--- src/hdl/htpd_pkg.sv ---
// shared types and constants of the heading turn pd controller
`default_nettype none

package htpd_pkg;

    localparam int RATE_FRAC_BITS = 12;
    localparam int RATE_SHIFT     = 36 - RATE_FRAC_BITS;

    localparam int CFG_IDX_W  = 3;
    localparam int CFG_DATA_W = 16;

    localparam int MUL_A_W = 30;
    localparam int MUL_B_W = 20;
    localparam int PROD_W  = MUL_A_W + MUL_B_W;
    localparam int MAG_W   = PROD_W - RATE_SHIFT;
    localparam int FOLD_SHIFT = 24;

    localparam logic signed [MUL_B_W-1:0] FOLD_RECIP = 20'sd46603;
    localparam logic signed [MUL_B_W-1:0] DEG2RAD    = 20'sd292816;
    localparam logic [PROD_W-1:0] RND_HALF = {{(PROD_W-1){1'b0}}, 1'b1} << (RATE_SHIFT - 1);

    localparam logic [15:0] FULL_TURN_16 = 16'd360;
    localparam logic [9:0]  FULL_TURN_10 = 10'd360;
    localparam logic signed [9:0] GOAL_MAX = 10'sd359;
    localparam logic signed [9:0] GOAL_MIN = -10'sd359;

    localparam logic [1:0] KIND_HEADING = 2'd0;
    localparam logic [1:0] KIND_START   = 2'd1;
    localparam logic [1:0] KIND_BREAK   = 2'd2;
    localparam logic [1:0] KIND_TICK    = 2'd3;

    localparam logic [1:0] STAT_TURNING = 2'd0;
    localparam logic [1:0] STAT_DONE    = 2'd1;
    localparam logic [1:0] STAT_BROKEN  = 2'd2;

    localparam logic [CFG_IDX_W-1:0] CFG_PROP_GAIN  = 3'd0;
    localparam logic [CFG_IDX_W-1:0] CFG_DERIV_GAIN = 3'd1;
    localparam logic [CFG_IDX_W-1:0] CFG_MIN_RATE   = 3'd2;
    localparam logic [CFG_IDX_W-1:0] CFG_MAX_RATE   = 3'd3;
    localparam logic [CFG_IDX_W-1:0] CFG_STOP_TOL   = 3'd4;

    typedef enum logic [4:0] {
        OP_NONE,
        OP_FOLD_MUL,
        OP_FOLD_SUB,
        OP_FOLD_FIX,
        OP_BREAK_SET,
        OP_START,
        OP_ARM,
        OP_ERR,
        OP_MUL_P,
        OP_MUL_D,
        OP_SUM,
        OP_ABS,
        OP_MUL_R,
        OP_ROUND,
        OP_CLAMP,
        OP_BREAK_STOP,
        OP_FINISH
    } t_dp_op;

    typedef enum logic [1:0] {
        RES_RATE,
        RES_DONE,
        RES_BREAK
    } t_res_sel;

    typedef struct packed {
        t_dp_op   op;
        logic     capture;
        logic     load_out;
        t_res_sel res;
    } t_dp_cmd;

    typedef struct packed {
        logic turning;
        logic break_pending;
        logic within_tol;
        logic out_free;
    } t_dp_status;

endpackage

`default_nettype wire

--- src/hdl/htpd_in_if.sv ---
// input word channel of the heading turn pd controller
`default_nettype none

interface htpd_in_if;
    logic              valid;
    logic              ready;
    logic [1:0]        kind;
    logic signed [15:0] heading_degree;
    logic signed [9:0]  goal_degree;
    logic              break_request;

    modport source (
        output valid, kind, heading_degree, goal_degree, break_request,
        input  ready
    );
    modport sink (
        input  valid, kind, heading_degree, goal_degree, break_request,
        output ready
    );
endinterface

`default_nettype wire

--- src/hdl/htpd_ctrl.sv ---
// sequencing state machine of the heading turn pd controller
`default_nettype none

module htpd_ctrl (
    input  logic                i_clk,
    input  logic                i_rst_n,
    htpd_in_if.sink             i_in_word,
    input  htpd_pkg::t_dp_status i_status,
    output htpd_pkg::t_dp_cmd   o_cmd
);
    import htpd_pkg::*;

    typedef enum logic [4:0] {
        S_IDLE,
        S_FOLD_MUL,
        S_FOLD_SUB,
        S_FOLD_FIX,
        S_BREAK,
        S_START,
        S_START_CHK,
        S_TICK,
        S_MUL_P,
        S_MUL_D,
        S_SUM,
        S_ABS,
        S_MUL_R,
        S_ROUND,
        S_CLAMP,
        S_SEND_RATE,
        S_SEND_DONE,
        S_SEND_START,
        S_SEND_BRK
    } t_state;

    t_state  r_state;
    t_state  n_state;
    logic    r_in_ready;
    logic    accept;
    t_dp_cmd cmd;

    assign accept          = i_in_word.valid && r_in_ready;
    assign i_in_word.ready = r_in_ready;
    assign o_cmd           = cmd;

    always_comb begin
        n_state      = r_state;
        cmd.op       = OP_NONE;
        cmd.capture  = 1'b0;
        cmd.load_out = 1'b0;
        cmd.res      = RES_RATE;
        case (r_state)
            S_IDLE: begin
                if (accept) begin
                    cmd.capture = 1'b1;
                    case (i_in_word.kind)
                        KIND_HEADING: n_state = S_FOLD_MUL;
                        KIND_START:   n_state = S_START;
                        KIND_BREAK:   n_state = S_BREAK;
                        KIND_TICK:    n_state = S_TICK;
                        default:      n_state = S_IDLE;
                    endcase
                end
            end
            S_FOLD_MUL: begin
                cmd.op  = OP_FOLD_MUL;
                n_state = S_FOLD_SUB;
            end
            S_FOLD_SUB: begin
                cmd.op  = OP_FOLD_SUB;
                n_state = S_FOLD_FIX;
            end
            S_FOLD_FIX: begin
                cmd.op  = OP_FOLD_FIX;
                n_state = S_IDLE;
            end
            S_BREAK: begin
                cmd.op  = OP_BREAK_SET;
                n_state = S_IDLE;
            end
            S_START: begin
                if (i_status.turning) begin
                    n_state = S_IDLE;
                end else begin
                    cmd.op  = OP_START;
                    n_state = S_START_CHK;
                end
            end
            S_START_CHK: begin
                if (i_status.within_tol) begin
                    n_state = S_SEND_START;
                end else begin
                    cmd.op  = OP_ARM;
                    n_state = S_IDLE;
                end
            end
            S_TICK: begin
                if (!i_status.turning) begin
                    n_state = S_IDLE;
                end else if (i_status.break_pending) begin
                    n_state = S_SEND_BRK;
                end else begin
                    cmd.op  = OP_ERR;
                    n_state = S_MUL_P;
                end
            end
            S_MUL_P: begin
                cmd.op  = OP_MUL_P;
                n_state = S_MUL_D;
            end
            S_MUL_D: begin
                cmd.op  = OP_MUL_D;
                n_state = S_SUM;
            end
            S_SUM: begin
                cmd.op  = OP_SUM;
                n_state = S_ABS;
            end
            S_ABS: begin
                cmd.op  = OP_ABS;
                n_state = S_MUL_R;
            end
            S_MUL_R: begin
                cmd.op  = OP_MUL_R;
                n_state = S_ROUND;
            end
            S_ROUND: begin
                cmd.op  = OP_ROUND;
                n_state = S_CLAMP;
            end
            S_CLAMP: begin
                cmd.op  = OP_CLAMP;
                n_state = S_SEND_RATE;
            end
            S_SEND_RATE: begin
                if (i_status.out_free) begin
                    cmd.load_out = 1'b1;
                    cmd.res      = RES_RATE;
                    n_state      = i_status.within_tol ? S_SEND_DONE : S_IDLE;
                end
            end
            S_SEND_DONE: begin
                if (i_status.out_free) begin
                    cmd.load_out = 1'b1;
                    cmd.res      = RES_DONE;
                    cmd.op       = OP_FINISH;
                    n_state      = S_IDLE;
                end
            end
            S_SEND_START: begin
                if (i_status.out_free) begin
                    cmd.load_out = 1'b1;
                    cmd.res      = RES_DONE;
                    n_state      = S_IDLE;
                end
            end
            S_SEND_BRK: begin
                if (i_status.out_free) begin
                    cmd.load_out = 1'b1;
                    cmd.res      = RES_BREAK;
                    cmd.op       = OP_BREAK_STOP;
                    n_state      = S_IDLE;
                end
            end
            default: begin
                n_state = S_IDLE;
            end
        endcase
    end

    always_ff @(posedge i_clk) begin
        if (!i_rst_n) begin
            r_state    <= S_IDLE;
            r_in_ready <= 1'b0;
        end else begin
            r_state    <= n_state;
            r_in_ready <= (n_state == S_IDLE);
        end
    end

endmodule

`default_nettype wire

--- src/flat_wrapper.sv ---
// flat-port wrapper written by rule: the top's interface ports become plain ports
module htpd_ctrl_flat import htpd_pkg::*;
  (i_clk, i_rst_n, i_status, o_cmd, i_in_word_valid, i_in_word_kind, i_in_word_heading_degree, i_in_word_goal_degree, i_in_word_break_request, i_in_word_ready);
  htpd_in_if i_in_word_i ();
  input  logic i_clk;
  input  logic i_rst_n;
  input  htpd_pkg::t_dp_status i_status;
  output htpd_pkg::t_dp_cmd o_cmd;
  input wire logic [$bits(i_in_word_i.valid)-1:0] i_in_word_valid;
  input wire logic [$bits(i_in_word_i.kind)-1:0] i_in_word_kind;
  input wire logic [$bits(i_in_word_i.heading_degree)-1:0] i_in_word_heading_degree;
  input wire logic [$bits(i_in_word_i.goal_degree)-1:0] i_in_word_goal_degree;
  input wire logic [$bits(i_in_word_i.break_request)-1:0] i_in_word_break_request;
  output wire logic [$bits(i_in_word_i.ready)-1:0] i_in_word_ready;
  assign i_in_word_i.valid = i_in_word_valid;
  assign i_in_word_i.kind = i_in_word_kind;
  assign i_in_word_i.heading_degree = i_in_word_heading_degree;
  assign i_in_word_i.goal_degree = i_in_word_goal_degree;
  assign i_in_word_i.break_request = i_in_word_break_request;
  assign i_in_word_ready = i_in_word_i.ready;
  htpd_ctrl u_core (.i_clk(i_clk), .i_rst_n(i_rst_n), .i_in_word(i_in_word_i), .i_status(i_status), .o_cmd(o_cmd));
endmodule
--- config.mk ---
export PLATFORM = sky130hd
export DESIGN_NAME = htpd_ctrl_flat
export DESIGN_NICKNAME = d
export VERILOG_FILES = /design/src/hdl/htpd_pkg.sv /design/src/hdl/htpd_in_if.sv /design/src/hdl/htpd_ctrl.sv /design/src/flat_wrapper.sv
export SDC_FILE = /design/constraint.sdc
export NUM_CORES = 1
export LEC_CHECK = 0
export BUFFER_PORTS_ARGS = -buffer_cell sky130_fd_sc_hd__clkbuf_2
export CAP_MARGIN = 25
export CORE_MARGIN = 4
export CORE_UTILIZATION = 44
export CTS_BUF_LIST = sky130_fd_sc_hd__clkbuf_2 sky130_fd_sc_hd__clkbuf_4 sky130_fd_sc_hd__clkbuf_8
export DETAILED_ROUTE_END_ITERATION = 10
export GPL_ROUTABILITY_DRIVEN = 0
export PLACE_DENSITY = 0.83
export SKIP_CTS_REPAIR_TIMING = 1
export SYNTH_ARGS = -nofsm -noshare
export SYNTH_HDL_FRONTEND = slang
export SYNTH_SLANG_ARGS = --single-unit
--- constraint.sdc ---
create_clock -name i_clk -period 2.3 [get_ports i_clk]
set_input_delay 0.115 -clock i_clk [delete_from_list [all_inputs] [get_ports i_clk]]
set_output_delay 0.115 -clock i_clk [all_outputs]
set_load 0.02 [all_outputs]
; After elaboration in Yosys (flattened, before gate mapping)
; Index checks and enable logic that the tools add are counted.
[classes]
reduce_logical = 6
mux = 23
n_eq_ne = 21
[op_table]
columns = operator, n
row1 = one-hot mux 5 bit (16 select lines), 1
row2 = one-hot mux 5 bit (15 select lines), 1
row3 = 2-to-1 mux 5 bit, 9
row4 = == test 5 x 4 -> 1 bit (second input constant), 8
row5 = 2-to-1 mux 3 bit, 7
row6 = == test 5 x 3 -> 1 bit (second input constant), 4
row7 = one-hot mux 5 bit (4 select lines), 1
row8 = == test 5 bit (second input constant), 3
row9 = == test 5 x 2 -> 1 bit (second input constant), 2
row10 = zero test 5 bit, 2
row11 = one-hot mux 3 bit (3 select lines), 1
row12 = == test 5 x 1 -> 1 bit (second input constant), 1
row13 = == test 2 bit (second input constant), 2
row14 = 2-to-1 mux 4 bit, 1
row15 = OR reduction 3 bit, 1
row16 = == test 2 x 1 -> 1 bit (second input constant), 1
row17 = zero test 2 bit, 1
row18 = 2-to-1 mux 1 bit, 2
row19 = OR reduction 2 bit, 1
row20 = logical AND 1 bit, 1
[word_totals]
out_inout_bits = 10
in_bits = 36
register_bits = 6

; Depth between registers and ports, before layout
[logic_depth]
word_depth = 5
ltp_mapped = 7
ltp_nobuf = 5

; Worst setup path after synthesis
; Ideal clock, no wire load.
[synth_timing]
path_type = register -> output
from = register u_core.r_state[1]
to = output port o_cmd[4] (netlist name)
path_slack_ps = 778
path_stages_with_launch = 6
t_arrival_ps = 1407
required_time_ps = 2185
path_cell_list = dfxtp_1 buf_2 clkbuf_1 nand2_1 nor2_1 a211o_1
[synth_rtl]
columns = element, line
row1 = from (decl), htpd_ctrl.sv:35  ; t_state r_state;
row2 = from (signal assigned), htpd_ctrl.sv:175  ; r_state <= n_state;
row3 = to (decl), flat_wrapper.sv:8  ; output htpd_pkg::t_dp_cmd o_cmd;

==> impl_metrics.csv <==
group,metric,value,unit
timing,rsz0062_at_grt,"no",
route,wl_per_cell,13.2,um
synthesis,netlist_top_cells_area,"dfxtp_1 (19%), nor2b_1 (6.0%), nand2_1 (5.4%)",
hold_path,min_path_cells,2,
synthesis,synth-seq-cells,6,
setup_path,r2r_slack,0.44,ns
clocking,clock-sinks,6,
clocking,cts-buffers-inserted,3,
timing,slew_headroom,60.9,%
grt,grt_max_degree,20,
setup_path,reg2reg_from,"u_core.r_state[1]",
cells_and_area,drive_above_1_share,23.8,%
cells_and_area,n_antenna_cell,0,
placed_design,place_ws,0.480,ns
grt,grt_pass1_wl,2540,um
timing,finalSetupViolCount,0,
clocking,clk_pin_slew,0.04,ns
route,vias_per_cell,5.88,
cells_and_area,area_growth,14.5,%
synthesis,synth_cells,87,
route,drt-initial-drc-count,12,
setup_path,cp_slowest_cell,"dfxtp_1",
timing,drv_slew,0,
route,drtPass1Iterations,2,
route,vias,682,
floorplan,rows,13,
synthesis,synth_common_cells,"nand2_1 (9), nor2_1 (7), dfxtp_1 (6), nor2b_1 (6), buf_2 (5)",
synthesis,synthArstFlopShare,0,%
cells_and_area,multi_input_area,460,um^2
setup_path,worstSetupEndpointType,"output port",
setup_path,r2r.worst_path.cells,5,
floorplan,die_w,45.8,um
outcome,status,"finished clean",
route,drtAntennaViolNets,0,
timing,fin_crit_sh,82.1,%
grt,grt_usage,16.3,%
setup_path,path_cells,"and4b_2 > and3b_1 > nor2_1 > o21ai_0 > clkbuf_2",
timing,clock_skew,0.00290,ns
timing,fin_crit,1.89,ns
hold_path,hold_path_class,"input port to flip-flop",
synthesis,synth-seq-area-share,19.1,%
synthesis,synth_most_common_cell,"nand2_1",
synthesis,synth_area,628,um^2
floorplan,die-area,0.00210,mm^2
cells_and_area,seq_area,120,um^2
clocking,clk_latency,0.24,ns
placed_design,hpwlAfterDp,1180,um
grt,gr-total-overflow,0,
synthesis,ys.flop_type,"dfxtp_1",
clocking,cts_tree,"built",
clocking,h-tree-depth,1,
power_and_ir_drop,ir_worst_vdd,0.461,mV
flow_run,maxCapViolations,0,
timing,tns,0,ns
floorplan,initial_utilization,47.7,%
grt,antenna_found_initial,0,
timing,fmax,529,MHz
floorplan,core,0.00132,mm^2
timing,final_hold_viol_count,0,
synthesis,synth_area_per_cell,7.22,um^2
setup_path,crit_start,"u_core.r_state[1]",
setup_path,startpoint_type,"flip-flop",
floorplan,io_pins,46,
clocking,cts.path.max_buffers,2,
power_and_ir_drop,p_per_area,634,mW/mm^2
cells_and_area,fillerInstances,140,
synthesis,synth_edf_count,0,
synthesis,synth_top_area_share,19.1,%
placed_design,port_buffers,18,
route,drc,0,
power_and_ir_drop,leakagePower,0.000328,uW
grt,grt_pass1_vias,596,
timing,timing.final.ws_setup,0.411,ns
clocking,cts-root-buf,"clkbuf_4",
setup_path,crit_fanout,17,
hold_path,holdCritStartpoint,"i_rst_n",
synthesis,ys_warn_count,0,
setup_path,crit_required,2.18,ns
setup_path,arrival,1.77,ns
synthesis,ys_types,38,
cells_and_area,layout.nets,139,
hold_path,whs_endpoint,"u_core.r_state[1]",
route,wl,1540,um
setup_path,timing.rr.end,"u_core.i_in_word.ready",
floorplan,dieHeight,45.8,um
timing,worstMarginPinSlew,0.586,ns
setup_path,crit_type,"flip-flop to output port",
synthesis,synth.largest_area_cell,"dfxtp_1",
setup_path,cp_slowest_stage_delay,0.66,ns
synthesis,syn_nets,123,
==> worst max-delay path by stage <==
| stage | cells past startpoint | slack, ns | end |
|---|---|---|---|
| 5_1_grt | 6 | 0.24 | o_cmd[5] |
| 6_report | 5 | 0.41 | o_cmd[5] |
| 4_1_cts | 5 | 0.41 | o_cmd[5] |
| 3_5_place_dp | 5 | 0.48 | u_core.i_in_word.ready |
| 2_1_floorplan | 5 | 0.78 | o_cmd[4] |
| 3_3_place_gp | 5 | 0.50 | u_core.i_in_word.ready |
==> critical path: cells and delay by family, from the launching register on <==
| family | cells | cell delay, ns |
|---|---|---|
| compound gates | 1 | 0.07 |
| buf+inv | 1 | 0.19 |
| flops | 1 | 0.66 |
| simple gates | 3 | 0.60 |
==> registers in the layout, summed over array words and instances (netlist names) <==
register                flops
u_core.i_in_word.ready      1
u_core.r_state              5
==> per-layer routing <==
layer / up-vias / track usage (%) / routed length [um]
met2: 15 / 27.0 / 720
met5: - / 0 / 0
met3: 2 / 1.19 / 83
met1: 313 / 20.7 / 711
li1: 352 / - / -
met4: 0 / 8.52 / 19
==> per-stage QoR <==
stage	total power (uW)	cells	hold WS, ns	area (um^2)	util [%]
floorplan	316	87	0.232	628	-
global placement	359	113	0.381	697	52.9
global route	491	116	0.154	719	54.6
detailed placement	365	113	0.387	697	52.9
finish	456	116	0.135	719	54.6
CTS	462	116	0.134	719	54.6
==> power breakdown <==
group / total (uW) / internal [uW] / leakage (uW) / switching, uW
clock network: 92.5 / 58.7 / 0.0000138 / 33.8
logic: 196 / 86.1 / 0.000265 / 110
registers: 168 / 123 / 0.0000489 / 44.4
==> layout make-up <==
| type | count | area share (%) |
|---|---|---|
| Multi-Input combinational cell | 72 | 64.0 |
| Sequential cell | 6 | 16.7 |
| Timing Repair Buffer | 18 | 12.5 |
| Clock buffer | 3 | 3.13 |
| Tap cell | 15 | 2.61 |
| Inverter | 2 | 1.04 |
==> logic make-up (layout without fill, tap and decap cells) <==
family	count (synthesis)	in the layout	synth area share, %
buffers and inverters	9	23	7.57
XOR/XNOR	2	2	2.79
AND/OR/NAND/NOR	47	47	43.6
AO/OA/AOI/OAI	23	23	26.9
flip-flops	6	6	19.1
==> placed cells by master, fill, tap and decap left out, types with 2 or more instances in the layout <==
master and n:
o2111ai_1 2, nand2b_1 2, nor2b_1 6, nand4_1 2, and3b_1 2, o21ai_0 3, nor4_1 2, nor2_1 7
clkbuf_2 18, nor3_1 2, o21a_1 3, and2b_1 2, nand2_1 9, xor2_1 2, and2_1 4, clkbuf_4 3
dfxtp_1 6, a21oi_1 3, inv_1 2, a32oi_1 2, o211ai_1 3
Power figures use the tool's default switching activity.
